[config.mk]
export PLATFORM = sky130hd
export DESIGN_NAME = qstg_res_fifo
export DESIGN_NICKNAME = d
export VERILOG_FILES = /design/src/hdl/qstg_pkg.sv /design/src/hdl/qstg_res_fifo.sv
export SDC_FILE = /design/constraint.sdc
export NUM_CORES = 1
export LEC_CHECK = 0
export CAP_MARGIN = 20
export CORE_MARGIN = 3
export CORE_UTILIZATION = 45
export DETAILED_ROUTE_END_ITERATION = 10
export DONT_BUFFER_PORTS = 1
export PLACE_DENSITY_LB_ADDON = 0.2
export SYNTH_ARGS = -nofsm -noshare
export SYNTH_HDL_FRONTEND = slang
export SYNTH_SLANG_ARGS = --single-unit
[constraint.sdc]
create_clock -name clk -period 2.2 [get_ports clk]
set_clock_uncertainty 0.1 [all_clocks]
set_input_delay 0.22 -clock clk [delete_from_list [all_inputs] [get_ports clk]]
set_output_delay 0.22 -clock clk [all_outputs]
set_load 0.02 [all_outputs]
[src/hdl/qstg_pkg.sv]
// Shared types, constants and the sine magnitude function for the queued tone generator.
// Used by every module under hdl/; depends on nothing else.
package qstg_pkg;

  // word field widths
  localparam int FREQ_W   = 19;
  localparam int DUR_W    = 16;
  localparam int AMP_W    = 15;
  localparam int SAMPLE_W = 16;
  localparam int FILL_W   = 5;
  localparam int MAG_W    = 15;
  localparam int PHASE_W  = 32;

  localparam logic [AMP_W-1:0] AMP_RESET = 15'd28000;

  // tone queue
  localparam int QUEUE_DEPTH = 16;
  localparam int QPTR_W      = $clog2(QUEUE_DEPTH);

  // result buffer
  localparam int RES_DEPTH = 16;
  localparam int RES_PTR_W = $clog2(RES_DEPTH);
  localparam int RES_CNT_W = $clog2(RES_DEPTH + 1);

  // step = round(freq * 2^28 / SAMPLE_RATE), split as freq*Q0 + (freq*R0 + half)/SAMPLE_RATE
  localparam longint unsigned SAMPLE_RATE = 64'd44100;
  localparam longint unsigned MS_PER_SEC  = 64'd1000;
  localparam longint unsigned STEP_ONE    = 64'd1 << 28;
  localparam longint unsigned STEP_Q0     = STEP_ONE / SAMPLE_RATE;
  localparam longint unsigned STEP_R0     = STEP_ONE % SAMPLE_RATE;
  localparam longint unsigned STEP_HALF   = SAMPLE_RATE / 2;

  localparam longint unsigned X_MAX = ((64'd1 << FREQ_W) - 1) * STEP_R0 + STEP_HALF;
  localparam int              X_W   = $clog2(X_MAX + 1);
  localparam longint unsigned STEP_MX = (64'd1 << X_W) / SAMPLE_RATE;
  localparam int              MX_W  = $clog2(STEP_MX + 1);
  localparam int              Q_W   = $clog2(X_MAX / SAMPLE_RATE + 1);
  localparam int              RX_W  = $clog2(2 * SAMPLE_RATE);

  // count = duration_ms * SAMPLE_RATE / 1000
  localparam longint unsigned Y_MAX  = ((64'd1 << DUR_W) - 1) * SAMPLE_RATE;
  localparam int              Y_W    = $clog2(Y_MAX + 1);
  localparam longint unsigned CNT_MY = (64'd1 << Y_W) / MS_PER_SEC;
  localparam int              MY_W   = $clog2(CNT_MY + 1);
  localparam int              CNT_W  = $clog2(Y_MAX / MS_PER_SEC + 1);
  localparam int              RY_W   = $clog2(2 * MS_PER_SEC);

  localparam longint unsigned PI_Q30 = 64'd3373259426;

  typedef struct packed {
    logic               valid;
    logic               enq;
    logic [PHASE_W-1:0] step;
    logic [CNT_W-1:0]   count;
  } note_t;

  typedef struct packed {
    logic              valid;
    logic              playing;
    logic              rejected;
    logic [FILL_W-1:0] fill;
  } status_t;

  typedef struct packed {
    logic signed [SAMPLE_W-1:0] sample;
    logic [FILL_W-1:0]          fill;
    logic                       rejected;
    logic                       playing;
  } res_t;

  // Quarter-wave entry idx of a table with 2^bits steps: Q30 Taylor series, rounded to Q15.
  function automatic logic [MAG_W-1:0] sine_mag(input int idx, input int bits);
    logic [63:0] x;
    logic [63:0] x2;
    logic [63:0] term;
    logic [63:0] sum;
    logic [63:0] prod;
    logic [63:0] v;
    int          k;
    x    = (PI_Q30 * 64'(idx)) >> (bits + 1);
    x2   = (x * x) >> 30;
    term = x;
    sum  = x;
    for (k = 1; k <= 8; k++) begin
      prod = (term * x2) >> 30;
      case (k)
        1:       term = prod / 64'd6;
        2:       term = prod / 64'd20;
        3:       term = prod / 64'd42;
        4:       term = prod / 64'd72;
        5:       term = prod / 64'd110;
        6:       term = prod / 64'd156;
        7:       term = prod / 64'd210;
        8:       term = prod / 64'd272;
        default: term = 64'd0;
      endcase
      if (k[0]) begin
        sum = sum - term;
      end else begin
        sum = sum + term;
      end
    end
    v = (sum * 64'd32768 + (64'd1 << 29)) >> 30;
    if (v > 64'd32767) begin
      v = 64'd32767;
    end
    return v[MAG_W-1:0];
  endfunction

endpackage

[src/hdl/qstg_res_fifo.sv]
// Result buffer between the pipeline and the output channel.
// Uses qstg_pkg (res_t, RES_DEPTH).
module qstg_res_fifo (
  input  logic           clk,
  input  logic           rst_n,
  input  logic           push,
  input  qstg_pkg::res_t push_data,
  input  logic           pop,
  output logic           out_valid,
  output qstg_pkg::res_t out_data
);

  localparam int AW = qstg_pkg::RES_PTR_W;
  localparam int CW = qstg_pkg::RES_CNT_W;

  qstg_pkg::res_t mem [qstg_pkg::RES_DEPTH];

  logic [AW-1:0] wr_ptr_r, rd_ptr_r;
  logic [CW-1:0] count_r, count_nxt;

  always_comb begin
    count_nxt = count_r;
    if (push && !pop) begin
      count_nxt = count_r + CW'(1);
    end else if (pop && !push) begin
      count_nxt = count_r - CW'(1);
    end
  end

  always_ff @(posedge clk) begin
    if (!rst_n) begin
      wr_ptr_r <= '0;
      rd_ptr_r <= '0;
      count_r  <= '0;
    end else begin
      if (push) begin
        wr_ptr_r <= wr_ptr_r + AW'(1);
      end
      if (pop) begin
        rd_ptr_r <= rd_ptr_r + AW'(1);
      end
      count_r <= count_nxt;
    end
  end

  always_ff @(posedge clk) begin
    if (push) begin
      mem[wr_ptr_r] <= push_data;
    end
  end

  assign out_valid = (count_r != '0);
  assign out_data  = mem[rd_ptr_r];

endmodule

==> summary.md <==
| Metric | Value |
|---|---|
| Die area | 34800 sq um |
| H-Tree Depth | 2 |
| Gpl congestion | 0.765 |
| Syn nets | 700 |
| Post-synthesis register bit count | 385 |
| Power Density | 916 nW/um^2 |
| Post-DRT Antenna Nets | 0 |
| Final TNS setup | -5550 ps |
| Max-slew headroom | 62.6% |
| Total GRT Usage | 19.0% |
| IO Pins | 51 |
| Post-Synth Simple-Gate Area | 2.71% |
| Nets | 800 |
| Dpl cells | 1115 |
| Fmax | 404 MHz |
| WP buf/inv | 2 |
| Die height | 187 um |
| Filler Cells Inserted | 2414 |
| Critical Path Fanout Max | 7 |
| CTS clk-pin slew, worst paths | 60 ps |
| CP Cell Sequence | buf_6 > clkbuf_16 > mux4_2 > a22oi_2 > nand2_2 |
| CTS Buf Count | 40 |
| Register area share after synthesis | 77.6% |
| FP Rows | 65 |
| CP arrival | 2160 ps |
| Most common cell in the netlist | edfxtp_1 |
| Area leader, netlist | edfxtp_1 |
| XOR/XNOR share of the synthesized area | 0.478% |
| Setup violations, final | 23 |
| RSZ-0062 raised after global routing | yes |
| Max-cap violation count | 0 |
| Main synth FF type | edfxtp_1 |
| Pins Over Slew Limit | 0 |
| Routed length per instance | 26.7 um |
| Worst-Skew Late Latency | 510 ps |
| Dpl hpwl | 18500 um |
| CTS tree | done |
| DRC viols | 0 |
| Critical path endpoint category | output pin |
| Clk sinks | 385 |
| Clk buf depth | 3 |
| Failing checks | setup timing |
| Fraction of layout cells with a size suffix above 1 | 35.8% |
| Core footprint | 31900 sq um |
| Synth top area share | 75.3% |
| Crit path kind | flip-flop to output pin |
| WL final | 32800 um |
| GRT overflow | 0 |
| Final WS setup | -277 ps |
| Minimum clock period | 2480 ps |
| Initial Util | 46.0% |
| Fin cells | 1229 |
| Syn Std Cell Area | 14700 sq um |
| Die width | 187 um |
| Main combinational cell family by area after synthesis | multiplexers |
| Synth cell count leaders | edfxtp_1 (368), mux4_2 (92), a22oi_1 (46) |
| Largest net degree at the start of global routing | 55 |
| Number of synthesized flops with an enable pin | 368 |
| Number of port buffers | 0 |
| Number of global-route vias before repair | 7371 |
| Mapped Cells | 663 |
| Actual slew at the worst max-slew pin | 560 ps |
| Class of the worst hold path | primary input to flip-flop |
| Hold WS | 127 ps |
| Wire length of the first global-routing pass | 48900 um |
| DR iter-0 viols | 538 |
| Slowest CP cell | mux4_2 |
| Worst path required time | 1880 ps |
| Post-Syn Area per Cell | 22.1 sq um |
| Synth top area cells | edfxtp_1 (75%), mux4_2 (14%), a22oi_1 (2.4%) |
| Initial antenna violation count | 1 |
| Status | complete, but fails checks |
| Area fraction in compound gates after synthesis | 2.60% |
| Adder-Cell Fraction of Synth Area | 0.904% |
| Crit-path leading delay family | multiplexers |
| Fin. Hold Viols | 0 |
| Count of cell types in the netlist | 33 |
| DR pass1 iterations | 5 |
| Max VDD drop | 675 uV |
| Synth warn | 0 |
| Final Cycle Share | 113% |
| Clock root buffer | clkbuf_16 |
| Post-synthesis mux area share | 14.4% |
| Avg Vias per Cell | 5.76 |
| Worst Setup Start Kind | flip-flop |
| Share of synthesized registers carrying an async set or reset | 0% |
| Area delta synth->final | 20.4% |
| Via count | 7077 |
| Pleak | 5.63 nW |
| Slowest cell delay on critical path | 500 ps |
-- placed cells by master, fill, tap and decap left out, types with 2 or more instances in the layout --
cell type and count:
buf_12 5, dfxtp_4 2, a22oi_1 2, nand2_1 6, nand2_2 23, nor2_1 3, inv_1 4, buf_8 3
clkbuf_1 5, mux2i_1 4, buf_4 44, nor2b_2 2, dfxtp_1 15, buf_16 9, nand4_1 2, edfxtp_1 368
clkinvlp_4 2, xor2_1 2, bufinv_16 5, xnor2_1 6, clkinv_2 6, dlygate4sd3_1 26, clkinv_1 12, nand3_1 3
nor2b_1 3, ha_1 9, mux4_2 92, a22oi_2 44, clkbuf_16 42, a21oi_1 2, and2_1 26
-- report_power, final --
group	internal (W)	leakage [nW]	switching (W)
Sequential	0.00815	3.47	0.0000554
Combinational	0.000655	1.54	0.000755
Clock	0.00392	0.623	0.00266
Total	0.0127	5.63	0.00347
-- logic make-up (layout without fill, tap and decap cells) --
group                      Yosys count  count (layout)
AOI/OAI and AO/OA                   52              52
xor gates and xnor gates             8               8
adders and majority gates           10              10
buffers and inverters               36             166
DFF                                385             385
muxes                               96              96
other                                0               1
and+or+nand+nor                     76              76
-- layer usage --
| metal | vias up | share of wire (%) | track usage (%) |
|---|---|---|---|
| met1 | 3817 | 41 | 26.0 |
| met4 | 0 | 1.8 | 4.57 |
| li1 | 2989 | - | - |
| met5 | - | 0 | 0 |
| met3 | 45 | 6.4 | 3.31 |
| met2 | 226 | 51 | 32.2 |
-- state kept, by name, summed over array words and instances, names as in the netlist, named ones only --
register and count:
count_r 5, mem 368, wr_ptr_r 4, rd_ptr_r 4
-- repair_timing --
action / 4_1_cts / 5_1_grt
buffers inserted: 9 / 0
resized for setup: 79 / 8
cloned: 6 / 2
pin swaps: 30 / 22
hold buffers: 26 / 0
setup endpoints to repair: 23 / 23
hold endpoints to repair: 385 / 0
-- worst min-delay path: cells and delay by family --
family | cells | cell delay (ps)
compound gates | 1 | 190
fa+ha+maj | 1 | 140
mux | 1 | 90
simple gates | 1 | 40
-- per-stage QoR --
step / instance area, sq um / setup WS, ps / util, % / total power [W]
4_1_cts: 17600 / -350 / 55.3 / 0.0163
5_1_grt: 17700 / -364 / 55.4 / 0.0168
6_report: 17700 / -277 / 55.4 / 0.0162
3_5_place_dp: 15500 / 172 / 48.6 / 0.00940
3_3_place_gp: 15500 / 180 / 48.6 / 0.00937
2_1_floorplan: 14700 / 334 / - / 0.00916
-- area by class of cell --
cell class                 count  area [sq um]  area share (%)
sequential                   385         11400            64.5
multi-input combinational    242          3380            19.1
timing repair buffer          90          1040            5.91
clock buffer                  45          1020            5.77
tap                          435           544            3.08
clock inverter                27           265            1.50
inverter                       4          15.0          0.0850
antenna                        1          2.50          0.0142
-- final timing paths --
path	from	endpoint	slack, ps	cells after the start
setup / recovery	flip-flop	out_data[17]	-280	5
hold / removal	push	count_r[4]$_SDFFE_PN0P_	130	4
setup reg to reg	wr_ptr_r[1]$_SDFFE_PN0P_	mem[5][12]$_DFFE_PP_	350	4
hold reg to reg	count_r[4]$_SDFFE_PN0P_	count_r[4]$_SDFFE_PN0P_	380	2
Power figures use the tool's default switching activity.
