## config.mk

```make
export PLATFORM = sky130hd
export DESIGN_NAME = qstg_note_conv
export DESIGN_NICKNAME = d
export VERILOG_FILES = /design/src/hdl/qstg_pkg.sv /design/src/hdl/qstg_note_conv.sv
export SDC_FILE = /design/constraint.sdc
export NUM_CORES = 2
export LEC_CHECK = 0
export CAP_MARGIN = 20
export CORE_ASPECT_RATIO = 1.5
export CORE_MARGIN = 8
export CORE_UTILIZATION = 55
export CTS_CLUSTER_SIZE = 28
export DETAILED_ROUTE_END_ITERATION = 8
export DONT_BUFFER_PORTS = 1
export HOLD_SLACK_MARGIN = 0.05
export PLACE_DENSITY = 0.71
export SLEW_MARGIN = 25
export SYNTH_ARGS = -nofsm -noshare
export SYNTH_HDL_FRONTEND = slang
export SYNTH_SLANG_ARGS = --single-unit
export TNS_END_PERCENT = 30
```

## constraint.sdc

```tcl
create_clock -name clk -period 16 [get_ports clk]
set_input_delay 3.2 -clock clk [delete_from_list [all_inputs] [get_ports clk]]
set_output_delay 3.2 -clock clk [all_outputs]
set_load 0.05 [all_outputs]
```

## src/hdl/qstg_pkg.sv

```systemverilog
// Shared types, constants and the sine magnitude function for the queued tone generator.
// Used by every module under hdl/; depends on nothing else.
package qstg_pkg;

  // word field widths
  localparam int FREQ_W   = 19;
  localparam int DUR_W    = 16;
  localparam int AMP_W    = 15;
  localparam int SAMPLE_W = 16;
  localparam int FILL_W   = 5;
  localparam int MAG_W    = 15;
  localparam int PHASE_W  = 32;

  localparam logic [AMP_W-1:0] AMP_RESET = 15'd28000;

  // tone queue
  localparam int QUEUE_DEPTH = 16;
  localparam int QPTR_W      = $clog2(QUEUE_DEPTH);

  // result buffer
  localparam int RES_DEPTH = 16;
  localparam int RES_PTR_W = $clog2(RES_DEPTH);
  localparam int RES_CNT_W = $clog2(RES_DEPTH + 1);

  // step = round(freq * 2^28 / SAMPLE_RATE), split as freq*Q0 + (freq*R0 + half)/SAMPLE_RATE
  localparam longint unsigned SAMPLE_RATE = 64'd44100;
  localparam longint unsigned MS_PER_SEC  = 64'd1000;
  localparam longint unsigned STEP_ONE    = 64'd1 << 28;
  localparam longint unsigned STEP_Q0     = STEP_ONE / SAMPLE_RATE;
  localparam longint unsigned STEP_R0     = STEP_ONE % SAMPLE_RATE;
  localparam longint unsigned STEP_HALF   = SAMPLE_RATE / 2;

  localparam longint unsigned X_MAX = ((64'd1 << FREQ_W) - 1) * STEP_R0 + STEP_HALF;
  localparam int              X_W   = $clog2(X_MAX + 1);
  localparam longint unsigned STEP_MX = (64'd1 << X_W) / SAMPLE_RATE;
  localparam int              MX_W  = $clog2(STEP_MX + 1);
  localparam int              Q_W   = $clog2(X_MAX / SAMPLE_RATE + 1);
  localparam int              RX_W  = $clog2(2 * SAMPLE_RATE);

  // count = duration_ms * SAMPLE_RATE / 1000
  localparam longint unsigned Y_MAX  = ((64'd1 << DUR_W) - 1) * SAMPLE_RATE;
  localparam int              Y_W    = $clog2(Y_MAX + 1);
  localparam longint unsigned CNT_MY = (64'd1 << Y_W) / MS_PER_SEC;
  localparam int              MY_W   = $clog2(CNT_MY + 1);
  localparam int              CNT_W  = $clog2(Y_MAX / MS_PER_SEC + 1);
  localparam int              RY_W   = $clog2(2 * MS_PER_SEC);

  localparam longint unsigned PI_Q30 = 64'd3373259426;

  typedef struct packed {
    logic               valid;
    logic               enq;
    logic [PHASE_W-1:0] step;
    logic [CNT_W-1:0]   count;
  } note_t;

  typedef struct packed {
    logic              valid;
    logic              playing;
    logic              rejected;
    logic [FILL_W-1:0] fill;
  } status_t;

  typedef struct packed {
    logic signed [SAMPLE_W-1:0] sample;
    logic [FILL_W-1:0]          fill;
    logic                       rejected;
    logic                       playing;
  } res_t;

  // Quarter-wave entry idx of a table with 2^bits steps: Q30 Taylor series, rounded to Q15.
  function automatic logic [MAG_W-1:0] sine_mag(input int idx, input int bits);
    logic [63:0] x;
    logic [63:0] x2;
    logic [63:0] term;
    logic [63:0] sum;
    logic [63:0] prod;
    logic [63:0] v;
    int          k;
    x    = (PI_Q30 * 64'(idx)) >> (bits + 1);
    x2   = (x * x) >> 30;
    term = x;
    sum  = x;
    for (k = 1; k <= 8; k++) begin
      prod = (term * x2) >> 30;
      case (k)
        1:       term = prod / 64'd6;
        2:       term = prod / 64'd20;
        3:       term = prod / 64'd42;
        4:       term = prod / 64'd72;
        5:       term = prod / 64'd110;
        6:       term = prod / 64'd156;
        7:       term = prod / 64'd210;
        8:       term = prod / 64'd272;
        default: term = 64'd0;
      endcase
      if (k[0]) begin
        sum = sum - term;
      end else begin
        sum = sum + term;
      end
    end
    v = (sum * 64'd32768 + (64'd1 << 29)) >> 30;
    if (v > 64'd32767) begin
      v = 64'd32767;
    end
    return v[MAG_W-1:0];
  endfunction

endpackage

```

## src/hdl/qstg_note_conv.sv

```systemverilog
// Four-stage converter from frequency/duration to phase step and sample count.
// Uses qstg_pkg (widths, reciprocal constants, note_t).
module qstg_note_conv (
  input  logic                         clk,
  input  logic                         rst_n,
  input  logic                         in_take,
  input  logic                         in_enq,
  input  logic [qstg_pkg::FREQ_W-1:0]  in_freq,
  input  logic [qstg_pkg::DUR_W-1:0]   in_dur,
  output qstg_pkg::note_t              note
);

  localparam int X_W   = qstg_pkg::X_W;
  localparam int Y_W   = qstg_pkg::Y_W;
  localparam int Q_W   = qstg_pkg::Q_W;
  localparam int CW    = qstg_pkg::CNT_W;
  localparam int PW    = qstg_pkg::PHASE_W;
  localparam int RX_W  = qstg_pkg::RX_W;
  localparam int RY_W  = qstg_pkg::RY_W;
  localparam int PX_W  = X_W + qstg_pkg::MX_W;
  localparam int PY_W  = Y_W + qstg_pkg::MY_W;

  // stage A: products of the inputs
  logic          a_vld_r, a_enq_r;
  logic [X_W-1:0] a_x_r, a_x_nxt;
  logic [PW-1:0]  a_fq_r, a_fq_nxt;
  logic [Y_W-1:0] a_y_r, a_y_nxt;
  // stage B: reciprocal estimates
  logic          b_vld_r, b_enq_r;
  logic [X_W-1:0] b_x_r;
  logic [PW-1:0]  b_fq_r;
  logic [Y_W-1:0] b_y_r;
  logic [Q_W-1:0] b_qe_r, b_qe_nxt;
  logic [CW-1:0]  b_ce_r, b_ce_nxt;
  logic [PX_W-1:0] prod_x;
  logic [PY_W-1:0] prod_y;
  // stage C: remainders
  logic           c_vld_r, c_enq_r;
  logic [PW-1:0]  c_fq_r;
  logic [Q_W-1:0] c_qe_r;
  logic [CW-1:0]  c_ce_r;
  logic [RX_W-1:0] c_rx_r, c_rx_nxt;
  logic [RY_W-1:0] c_ry_r, c_ry_nxt;
  // stage D: corrected results
  logic           d_vld_r, d_enq_r;
  logic [PW-1:0]  d_step_r, d_step_nxt;
  logic [CW-1:0]  d_cnt_r, d_cnt_nxt;
  logic [Q_W-1:0] d_q;

  always_comb begin
    a_x_nxt  = X_W'(in_freq) * X_W'(qstg_pkg::STEP_R0) + X_W'(qstg_pkg::STEP_HALF);
    a_fq_nxt = PW'(in_freq) * PW'(qstg_pkg::STEP_Q0);
    a_y_nxt  = Y_W'(in_dur) * Y_W'(qstg_pkg::SAMPLE_RATE);

    prod_x   = PX_W'(a_x_r) * PX_W'(qstg_pkg::STEP_MX);
    prod_y   = PY_W'(a_y_r) * PY_W'(qstg_pkg::CNT_MY);
    b_qe_nxt = prod_x[X_W +: Q_W];
    b_ce_nxt = prod_y[Y_W +: CW];

    c_rx_nxt = RX_W'(b_x_r - X_W'(b_qe_r) * X_W'(qstg_pkg::SAMPLE_RATE));
    c_ry_nxt = RY_W'(b_y_r - Y_W'(b_ce_r) * Y_W'(qstg_pkg::MS_PER_SEC));

    // estimate is at most one short
    d_q        = c_qe_r + Q_W'(c_rx_r >= RX_W'(qstg_pkg::SAMPLE_RATE));
    d_step_nxt = c_fq_r + PW'(d_q);
    d_cnt_nxt  = c_ce_r + CW'(c_ry_r >= RY_W'(qstg_pkg::MS_PER_SEC));
  end

  always_ff @(posedge clk) begin
    if (!rst_n) begin
      a_vld_r <= 1'b0;
      b_vld_r <= 1'b0;
      c_vld_r <= 1'b0;
      d_vld_r <= 1'b0;
    end else begin
      a_vld_r <= in_take;
      b_vld_r <= a_vld_r;
      c_vld_r <= b_vld_r;
      d_vld_r <= c_vld_r;
    end
  end

  always_ff @(posedge clk) begin
    a_enq_r  <= in_enq;
    a_x_r    <= a_x_nxt;
    a_fq_r   <= a_fq_nxt;
    a_y_r    <= a_y_nxt;
    b_enq_r  <= a_enq_r;
    b_x_r    <= a_x_r;
    b_fq_r   <= a_fq_r;
    b_y_r    <= a_y_r;
    b_qe_r   <= b_qe_nxt;
    b_ce_r   <= b_ce_nxt;
    c_enq_r  <= b_enq_r;
    c_fq_r   <= b_fq_r;
    c_qe_r   <= b_qe_r;
    c_ce_r   <= b_ce_r;
    c_rx_r   <= c_rx_nxt;
    c_ry_r   <= c_ry_nxt;
    d_enq_r  <= c_enq_r;
    d_step_r <= d_step_nxt;
    d_cnt_r  <= d_cnt_nxt;
  end

  assign note.valid = d_vld_r;
  assign note.enq   = d_enq_r;
  assign note.step  = d_step_r;
  assign note.count = d_cnt_r;

endmodule

```

==> metrics.yaml <==
outcome:
  status: "complete, no violations"
timing:
  rsz0062_at_grt: "no"
  timing.slew.headroom_pct: 38.9
  report.final.slew_viol_count: 0
  hold_viol_final: 0
  period_minus_slack_ns: 8.33
  max_freq_mhz: 120
  tightest_slew_ns: 0.902
  skew_ns: 0.0344
  tns_ns: 0
  finalCritPeriodShare_pct: 52.1
  setup_viol: 0
yosys:
  yosysWarnings: 0
  synthDistinctLibCells: 75
  syn_inst: 4452
  yosysMostFrequentCell: "inv_1"
  avgSynthCellArea_um2: 10.1
  synthTopCellsByCount: "inv_1, ha_1, fa_1"
  synth_top_flop_cell: "dfxtp_1"
  seq_area_frac_synth_pct: 15.1
  syn_nets: 6114
  synth.top_cells.by_area: "fa_1, ha_1, dfxtp_1"
  netlist_area_mm2: 0.0451
  synth_top_area_cell: "fa_1"
  synth_edf_count: 0
  netlist.area_leader.share_pct: 33.1
  async_reset_ff_share_pct: 0
  yosys_register_bits: 341
clocking:
  cts_setup_buffers: 0
  root_buffer: "clkbuf_16"
  cts_tree: "yes"
  clk_latency_ns: 0.57
  cts_hold_buf: 0
  cts_buffers: 36
  clkSlewWorstSetupHoldPaths_ns: 0.06
  htree_levels: 2
  clk_path_buf_depth: 3
  postCtsResizedCells: 0
  cts_num_sinks: 341
flow_run:
  drv_cap: 0
route:
  drc: 0
  dr.pass1.iters: 4
  ant_nets: 0
  num_vias: 28600
  wire_per_inst_um: 16.9
  dr.first_iter.drc_count: 938
  wl_met1_mm: 36.5
  wl_met2_mm: 50.5
  drt_wl_total_mm: 93.9
  topRoutingLayerUsed: "met5"
  avgViaCountPerCell: 5.16
  dr_wl_met3_mm: 2.80
hold_path:
  min_path_type: "reg2reg"
worst_setup_path:
  critPathKind: "in2reg"
  max_stage_delay_ns: 0.80
  slowest_stage: "o311ai_1"
  path_cells: "ha_1 > inv_1 > fa_1 > fa_1 > inv_1 > fa_1 > inv_1 > fa_1 > inv_1 > ha_1 > a21oi_1 > o21ai_0 > o21ai_0 > o21a_4 > o21ai_2 > o311ai_1 > nand4_1 > nor3_2 > xnor3_1"
  worstPathArrival_ns: 8.78
  worst_ep_required_time_ns: 16.45
  cp_top_family: "adder cells"
  worst-path-buf-inv: 4
  crit_fanout: 9
  start_kind: "input pin"
  endpoint_kind: "register"
global_routing:
  grt_pass1_vias: 31700
  antenna_found_initial: 1
  grt_max_degree: 17
  groute.usage.overall_pct: 21.2
  overflow: 0
  grt_pass1_wl_mm: 157
layout:
  drive_gt1_share_pct: 1.99
  diodes: 0
  nNetsFinal: 6146
  regArea_mm2: 0.00683
  multiInputGateArea_mm2: 0.0330
  nFillCells: 6818
  area_growth_pct: 5.66
floorplan:
  die_h_um: 367
  die_w_um: 250
  dieArea_mm2: 0.0915
  core_mm2: 0.0812
  ios: 95
  rows: 128
  initial_utilization_pct: 55.5
placement:
  gp_congestion: 0.957
  hpwl_mm: 82.0
  port_buffers: 0
==> worst register-to-register path: stages (launching register included) <==
cell      delay (ns)
dfxtp_1         0.78
inv_1           0.14
fa_1            0.53
fa_1            0.50
inv_1           0.06
fa_1            0.57
fa_1            0.53
fa_1            0.54
inv_1           0.06
fa_1            0.53
inv_1           0.04
ha_1            0.26
o211ai_1        0.08
o21ai_0         0.23
a21oi_1         0.21
o31ai_1         0.69
a21oi_1         0.32
nor4_1          0.51
o31ai_1         0.18
nor2b_1         0.17
xnor2_1         0.22
==> cells by family after synthesis <==
kind of cell,share of synthesized area (%)
xor gates and xnor gates,4.87
AOI/OAI and AO/OA,6.05
buffers and inverters,11.5
DFF,15.1
adders and majority gates,57.5
muxes,0.0666
and+or+nand+nor,4.86
==> cell usage in the layout, fill, tap and decap left out, drive strengths merged, types with 15 or more instances in the layout <==
cell and instances:
nor3 34, a21o 68, dfxtp 341, a21oi 126
xnor2 174, and2 15, and3 26, clkbuf 40
o21a 30, ha 878, nand2b 17, o21ai 83
inv 1380, nor2 118, nand2 84, fa 745
xor2 72, nor2b 23, nand3 54, nand4 28
==> path summary, 6_finish.rpt <==
kind,depth (start not counted),end,slack [ns],startpoint
worst max-delay path,19,a_x_r[34],7.67,in_freq[1]
worst min-delay path,0,c_fq_r[31],0.32,b_fq_r[31]
worst min register to register,0,c_fq_r[31],0.32,b_fq_r[31]
worst max register to register,20,b_qe_r[16],8.73,a_x_r[8]
==> sequential cells by signal, summed over array words and instances (netlist names), 8 cells and up <==
name / count
d_step_r: 32
a_fq_r: 31
a_x_r: 31
b_fq_r: 31
c_fq_r: 31
a_y_r: 30
b_ce_r: 22
c_ce_r: 22
d_cnt_r: 22
b_qe_r: 19
c_qe_r: 19
c_rx_r: 14
b_x_r: 13
b_y_r: 8
c_ry_r: 8
==> metrics by stage <==
stage               std cells  cell area, um^2  worst slack (ns)  utilization [%]  hold WS [ns]
CTS                      5552            47600              7.77             58.6         0.320
floorplan                4452            45100              7.64                -         0.310
finish                   5552            47600              7.67             58.6         0.319
detailed placement       5486            46300              7.16             57.1         0.312
global route             5552            47600              7.46             58.6         0.326
global placement         5486            46300              7.28             57.1         0.310
==> final cells by class <==
type                            instances  share of cell area (%)
Clock buffer                           40                    1.97
Clock inverter                         26                   0.725
Inverter                             1374                    10.8
Multi-Input combinational cell       2730                    69.4
Sequential cell                       341                    14.3
Tap cell                             1040                    2.73
Timing Repair Buffer                    1                  0.0158
==> metal layers <==
layer	up-vias	GRT usage, %
met3	198	2.50
met5	-	0
met4	2	8.69
li1	13800	-
met1	14200	23.5
met2	414	40.6
Power is left out: the tool's default activity adds up to more than one toggle a clock period on the data nets, which glitch-free logic cannot reach.
