**src/hdl/qstg_pkg.sv**
```systemverilog
// Shared types, constants and the sine magnitude function for the queued tone generator.
// Used by every module under hdl/; depends on nothing else.
package qstg_pkg;

  // word field widths
  localparam int FREQ_W   = 19;
  localparam int DUR_W    = 16;
  localparam int AMP_W    = 15;
  localparam int SAMPLE_W = 16;
  localparam int FILL_W   = 5;
  localparam int MAG_W    = 15;
  localparam int PHASE_W  = 32;

  localparam logic [AMP_W-1:0] AMP_RESET = 15'd28000;

  // tone queue
  localparam int QUEUE_DEPTH = 16;
  localparam int QPTR_W      = $clog2(QUEUE_DEPTH);

  // result buffer
  localparam int RES_DEPTH = 16;
  localparam int RES_PTR_W = $clog2(RES_DEPTH);
  localparam int RES_CNT_W = $clog2(RES_DEPTH + 1);

  // step = round(freq * 2^28 / SAMPLE_RATE), split as freq*Q0 + (freq*R0 + half)/SAMPLE_RATE
  localparam longint unsigned SAMPLE_RATE = 64'd44100;
  localparam longint unsigned MS_PER_SEC  = 64'd1000;
  localparam longint unsigned STEP_ONE    = 64'd1 << 28;
  localparam longint unsigned STEP_Q0     = STEP_ONE / SAMPLE_RATE;
  localparam longint unsigned STEP_R0     = STEP_ONE % SAMPLE_RATE;
  localparam longint unsigned STEP_HALF   = SAMPLE_RATE / 2;

  localparam longint unsigned X_MAX = ((64'd1 << FREQ_W) - 1) * STEP_R0 + STEP_HALF;
  localparam int              X_W   = $clog2(X_MAX + 1);
  localparam longint unsigned STEP_MX = (64'd1 << X_W) / SAMPLE_RATE;
  localparam int              MX_W  = $clog2(STEP_MX + 1);
  localparam int              Q_W   = $clog2(X_MAX / SAMPLE_RATE + 1);
  localparam int              RX_W  = $clog2(2 * SAMPLE_RATE);

  // count = duration_ms * SAMPLE_RATE / 1000
  localparam longint unsigned Y_MAX  = ((64'd1 << DUR_W) - 1) * SAMPLE_RATE;
  localparam int              Y_W    = $clog2(Y_MAX + 1);
  localparam longint unsigned CNT_MY = (64'd1 << Y_W) / MS_PER_SEC;
  localparam int              MY_W   = $clog2(CNT_MY + 1);
  localparam int              CNT_W  = $clog2(Y_MAX / MS_PER_SEC + 1);
  localparam int              RY_W   = $clog2(2 * MS_PER_SEC);

  localparam longint unsigned PI_Q30 = 64'd3373259426;

  typedef struct packed {
    logic               valid;
    logic               enq;
    logic [PHASE_W-1:0] step;
    logic [CNT_W-1:0]   count;
  } note_t;

  typedef struct packed {
    logic              valid;
    logic              playing;
    logic              rejected;
    logic [FILL_W-1:0] fill;
  } status_t;

  typedef struct packed {
    logic signed [SAMPLE_W-1:0] sample;
    logic [FILL_W-1:0]          fill;
    logic                       rejected;
    logic                       playing;
  } res_t;

  // Quarter-wave entry idx of a table with 2^bits steps: Q30 Taylor series, rounded to Q15.
  function automatic logic [MAG_W-1:0] sine_mag(input int idx, input int bits);
    logic [63:0] x;
    logic [63:0] x2;
    logic [63:0] term;
    logic [63:0] sum;
    logic [63:0] prod;
    logic [63:0] v;
    int          k;
    x    = (PI_Q30 * 64'(idx)) >> (bits + 1);
    x2   = (x * x) >> 30;
    term = x;
    sum  = x;
    for (k = 1; k <= 8; k++) begin
      prod = (term * x2) >> 30;
      case (k)
        1:       term = prod / 64'd6;
        2:       term = prod / 64'd20;
        3:       term = prod / 64'd42;
        4:       term = prod / 64'd72;
        5:       term = prod / 64'd110;
        6:       term = prod / 64'd156;
        7:       term = prod / 64'd210;
        8:       term = prod / 64'd272;
        default: term = 64'd0;
      endcase
      if (k[0]) begin
        sum = sum - term;
      end else begin
        sum = sum + term;
      end
    end
    v = (sum * 64'd32768 + (64'd1 << 29)) >> 30;
    if (v > 64'd32767) begin
      v = 64'd32767;
    end
    return v[MAG_W-1:0];
  endfunction

endpackage

```
**src/hdl/qstg_tone_queue.sv**
```systemverilog
// Tone FIFO, phase accumulator and per-word queue bookkeeping.
// Uses qstg_pkg (note_t, status_t, queue constants).
module qstg_tone_queue #(
  parameter int TABLE_BITS = 10
) (
  input  logic                         clk,
  input  logic                         rst_n,
  input  qstg_pkg::note_t              note,
  output qstg_pkg::status_t            stat_r,
  output logic [1:0]                   quad_r,
  output logic [TABLE_BITS-1:0]        k_r
);

  localparam int PW = qstg_pkg::PHASE_W;
  localparam int CW = qstg_pkg::CNT_W;
  localparam int AW = qstg_pkg::QPTR_W;
  localparam int FW = qstg_pkg::FILL_W;

  logic [PW-1:0] step_mem [qstg_pkg::QUEUE_DEPTH];
  logic [CW-1:0] cnt_mem  [qstg_pkg::QUEUE_DEPTH];

  logic [PW-1:0] phase_r, phase_nxt;
  logic [AW-1:0] head_r, head_nxt;
  logic [AW-1:0] tail_r, tail_nxt;
  logic [FW-1:0] fill_r, fill_nxt;

  logic [PW-1:0] head_step;
  logic [CW-1:0] cnt_dec;
  logic          enq_live, full, push, rej, tick, retire;
  qstg_pkg::status_t stat_nxt;

  always_comb begin
    head_step = step_mem[head_r];
    cnt_dec   = cnt_mem[head_r] - CW'(1);
    full      = (fill_r == FW'(qstg_pkg::QUEUE_DEPTH));
    // zero-length tones are dropped without a flag
    enq_live  = note.valid && note.enq && (note.count != '0);
    push      = enq_live && !full;
    rej       = enq_live && full;
    tick      = note.valid && !note.enq && (fill_r != '0);
    retire    = tick && (cnt_dec == '0);

    phase_nxt = tick ? phase_r + head_step : phase_r;
    head_nxt  = retire ? head_r + AW'(1) : head_r;
    tail_nxt  = push ? tail_r + AW'(1) : tail_r;
    if (push) begin
      fill_nxt = fill_r + FW'(1);
    end else if (retire) begin
      fill_nxt = fill_r - FW'(1);
    end else begin
      fill_nxt = fill_r;
    end

    stat_nxt.valid    = note.valid;
    stat_nxt.playing  = tick;
    stat_nxt.rejected = rej;
    stat_nxt.fill     = fill_nxt;
  end

  always_ff @(posedge clk) begin
    if (!rst_n) begin
      phase_r <= '0;
      head_r  <= '0;
      tail_r  <= '0;
      fill_r  <= '0;
      stat_r  <= '0;
    end else begin
      phase_r <= phase_nxt;
      head_r  <= head_nxt;
      tail_r  <= tail_nxt;
      fill_r  <= fill_nxt;
      stat_r  <= stat_nxt;
    end
  end

  // lookup uses the phase before this word's advance
  always_ff @(posedge clk) begin
    quad_r <= phase_r[PW-1 -: 2];
    k_r    <= phase_r[PW-3 -: TABLE_BITS];
  end

  always_ff @(posedge clk) begin
    if (push) begin
      step_mem[tail_r] <= note.step;
      cnt_mem[tail_r]  <= note.count;
    end else if (tick && !retire) begin
      cnt_mem[head_r] <= cnt_dec;
    end
  end

endmodule

```
**config.mk**
```make
export PLATFORM = sky130hd
export DESIGN_NAME = qstg_tone_queue
export DESIGN_NICKNAME = d
export VERILOG_FILES = /design/src/hdl/qstg_pkg.sv /design/src/hdl/qstg_tone_queue.sv
export SDC_FILE = /design/constraint.sdc
export NUM_CORES = 1
export LEC_CHECK = 0
export BUFFER_PORTS_ARGS = -buffer_cell sky130_fd_sc_hd__clkbuf_2
export CAP_MARGIN = 20
export CORE_UTILIZATION = 40
export DETAILED_ROUTE_END_ITERATION = 16
export MAX_ROUTING_LAYER = met4
export SLEW_MARGIN = 20
export SYNTH_ARGS = -nofsm -noshare
export SYNTH_HDL_FRONTEND = slang
export SYNTH_SLANG_ARGS = --single-unit
```
**constraint.sdc**
```tcl
create_clock -name clk -period 6.36 [get_ports clk]
set_input_delay 0.636 -clock clk [delete_from_list [all_inputs] [get_ports clk]]
set_output_delay 0.636 -clock clk [all_outputs]
set_load 0.01 [all_outputs]
```
==> results.txt <==
- Post-route setup slack: about 0.84 ns
- 1st-pass router iterations: 5
- Routability-driven placement finished with a final weighted congestion of approximately 0.88.
- Reg clk slew, reported paths: about 0.06 ns
- Via count: 18,850
- After clock tree synthesis, the flow added hold-fix buffers numbering 0.
* Kind of start point of the critical path: flip-flop
- The critical path goes through buf_12 > mux4_2 > a22o_1 > a221oi_1 > nand3_1 > and4bb_1 > nand2_1 > mux2_2 > o2111a_4 > nor2_4 > buf_4 > nand2_1 > a22oi_2 > buf_4.
- Data required time of the worst path: 6.65 ns
- For this run, the number of Yosys warnings is 0.
- In the final routed layout, each cell accounts on average for 25.80 um.
- Each instance of the synthesized netlist takes up on average 19.60 um2.
* Number of setup violations in the final report: 0
- The clock reaches the later pin of the worst-skew pair after around 0.65 ns.
* Final max-slew violation count: 0
- By area, the combinational part of the netlist is dominated by multiplexers.
* Unrepaired setup endpoints after global routing: false
- At the end of the flow the core is filled with cells to 46.53%.
* Portion of the post-synthesis area used by sequential elements: 72.85%
- Antenna violations before repair: 1
- Kind of cell with the highest combined delay on the critical path: compound AO/OA/AOI/OAI gates
- For this run, the leading register cell type out of synthesis is sky130_fd_sc_hd__edfxtp_1.
* Area fraction in compound gates after synthesis: 3.857%
- Synthesis inferred 928 register bits.
* Remaining global-route overflow: 0
- HP Class: primary input to flip-flop
- Via density: 5.572
* Routed WL: 87.29 mm
- Worst slew margin relative to its limit: 33.09%
* Initial Utilization: 40.59%
- Maximum clock rate: 181.2 MHz
- Power per Cell Area: 305.4 nW/um2
* Fraction of layout instances using a drive strength above 1: 28.00%
- The first global-routing pass estimated approximately 130 mm of wire.
- Detailed placement ended at an HPWL of 48.82 mm.
- By startpoint and endpoint, the worst setup path is classified as flip-flop to flip-flop.
* Number of global-route vias before repair: roughly 20,000
* Num rows: 111
- Die area: 94,660 um2
- Tightest hold margin: 0.2311 ns
- For this run, asynchronously set or reset flops after synthesis account for 0%.
* Mux cell area share after synthesis: between 10% and 20%
* Clock sink total: 928
- TritonCTS created 95 clock buffers.
- Crit share post-route: between 80% and 90%
- The die is 307.7 um wide.
- The worst setup path is captured at a flip-flop.
- The clock arrives with about 0.024 ns of skew.
- Final cell count without fillers: 3,383
- The synthesized design contains 864 enable-type register cells.
* Root Buffer Master: sky130_fd_sc_hd__clkbuf_16
* Max Fanout on Critical Path: 22
- Post-synth design cell area: 37,370 um2
- CTS tree: yes
* IO Count: 78
- No sink is reached through more buffers than the 3 on the longest clock path.
* Number of buffers inserted to repair setup after CTS: 0
* Run status: completed
- In the final timing run, aggregate negative setup slack is 0 ns.
- Summing the areas of all and, or, nand and nor instances in the mapped netlist gives 3.954% of the synthesized area.
- Area growth, synth to finish: 14.64%
- Total chip power: 13.09 mW
- Synthesis instantiated 74 different standard cells from the library.
* Global-route usage over all layers: 19.33%
- DIE HEIGHT: 307.7 um
- Mapped Nets: approximately 2,000
- Cells after synthesis: 1,907
* Xor and xnor fraction of the mapped netlist area: 1.055%
- Slew @ Worst Pin: 1.004 ns
- For the worst setup path, the data arrival time is 5.80 ns.
* Instance area at placement: around 40,000 um2
- After the last flow step, the layout net total stands at approximately 2,200.
* Cells after DPL: approximately 3,200
* Pin count of the biggest net entering global routing: 78
- Filler cell count: slightly below 8,000
- Final design instance area without fill: 42,840 um2
- The critical path contains buffers and inverters numbering 3 combined.
- The region available for standard cell placement spans 92,080 um2.
- CTS built an H-tree with a depth of 3.
- Final routed DRC violation total: 0
- Synthesized-area fraction occupied by adder cells: about 1.5%
* Number of maximum-capacitance violations: 0
* Hold Violations, Final: 0
- Pre-CTS setup slack: between 0.7 and 0.8 ns
- Number of gates resized after CTS: 0
- For this design the static power due to leakage is 13.56 nW.
- Highest ir drop seen on vdd: between 200 and 300 uV
- Post-route ant nets: 0
- Crit-path slowest cell: sky130_fd_sc_hd__a221oi_1
* Initial DRC count: ~1,700
* Final period demand of the worst path: 5.520 ns
- Number of I/O port buffers: 77
- Delay of the slowest critical-path stage: 0.67 ns
-- worst paths after layout --
path | slack, ns | cells after the start | endpoint | from
worst min register to register | 0.37 | 0 | k_r[8] | phase_r[28]
worst max-delay path | 0.84 | 14 | cnt_mem[4][16] | flip-flop
worst max register to register | 0.84 | 14 | cnt_mem[4][16] | flip-flop
worst min-delay path | 0.23 | 2 | stat_r[7] | note[55]
-- cells by family after synthesis --
kind of cell / after synthesis
adders and majority gates: 43
AOI/OAI and AO/OA: 214
muxes: 267
and+or+nand+nor: 305
DFF: 928
xor gates and xnor gates: 45
buffers and inverters: 105
-- power breakdown --
group	total (mW)	leakage [nW]	internal [mW]	switching [mW]
logic	0.719	3.74	0.244	0.475
clock network	5.50	1.52	3.23	2.27
registers	6.86	8.30	6.82	0.0394
total	13.1	13.6	10.3	2.78
-- worst reg2reg max path, cell delays in order, from the launching register on --
cell	delay, ns
sky130_fd_sc_hd__dfxtp_4	0.66
sky130_fd_sc_hd__buf_12	0.27
sky130_fd_sc_hd__mux4_2	0.51
sky130_fd_sc_hd__a22o_1	0.24
sky130_fd_sc_hd__a221oi_1	0.67
sky130_fd_sc_hd__nand3_1	0.16
sky130_fd_sc_hd__and4bb_1	0.44
sky130_fd_sc_hd__nand2_1	0.18
sky130_fd_sc_hd__mux2_2	0.32
sky130_fd_sc_hd__o2111a_4	0.37
sky130_fd_sc_hd__nor2_4	0.20
sky130_fd_sc_hd__buf_4	0.24
sky130_fd_sc_hd__nand2_1	0.23
sky130_fd_sc_hd__a22oi_2	0.25
sky130_fd_sc_hd__buf_4	0.42
-- final cells by class --
type / instances / area [um2] / share of cell area [%]
Sequential cell: 928 / 27240 / 63.58
Multi-Input combinational cell: 874 / 9899 / 23.11
Clock buffer: 134 / 2688 / 6.273
Tap cell: 1243 / 1555 / 3.630
Timing Repair Buffer: 142 / 973.4 / 2.272
Clock inverter: 43 / 420.4 / 0.9812
Inverter: 18 / 67.56 / 0.1577
Antenna cell: 1 / 2.502 / 0.005841
-- Yosys cell counts (all sizes together) (14+ instances only) --
library cell    n  area [um2]
xor2           22       192.7
inv            17       63.81
buf            45       254.0
xnor2          23       201.4
mux4          249        5608
and3           18       112.6
nand2         102       382.9
nor2b          14       87.58
nand3          29       150.1
and2           14       87.58
a21o           22       165.2
dfxtp          64        1281
clkbuf         42       157.7
a21oi          75       379.1
a22oi          29       217.7
nor2           73       281.5
edfxtp        864       25940
ha             41       513.0
o21ai          27       135.1
-- registers in the layout, indices dropped and copies added (netlist names), named ones only --
signal / count
step_mem: 512
cnt_mem: 352
phase_r: 32
k_r: 10
fill_r: 5
head_r: 4
tail_r: 4
stat_r: 3
quad_r: 2
-- layer usage --
layer  global-route usage (%)  vias up  wire length [um]
li1                         -     8175                 -
met1                    25.91     9998             37360
met2                    30.57      560             42940
met3                    3.868      116              5468
met4                    4.350        0              1521
met5                        -        -                 0
-- placed cells by master (no fill, tap or decap), drive strengths merged, types with 4 or more instances in the layout --
master and count:
nand3 29, nand4 6, dfxtp 64, bufinv 7
mux2i 10, o22ai 5, buf 65, nand2 102
a31oi 10, clkbuf 211, nor2 73, xor2 22
and2 14, o21ai 27, edfxtp 864, mux4 249
o21a 4, a22o 5, and3 18, nor2b 14
nor4 6, nand2b 10, mux2 8, or2 5
ha 41, a21oi 75, a22oi 29, nor3 8
inv 20, or4 8, a221oi 6, clkinv 32
a21o 22, xnor2 23
(Power assumes the default switching activity.)
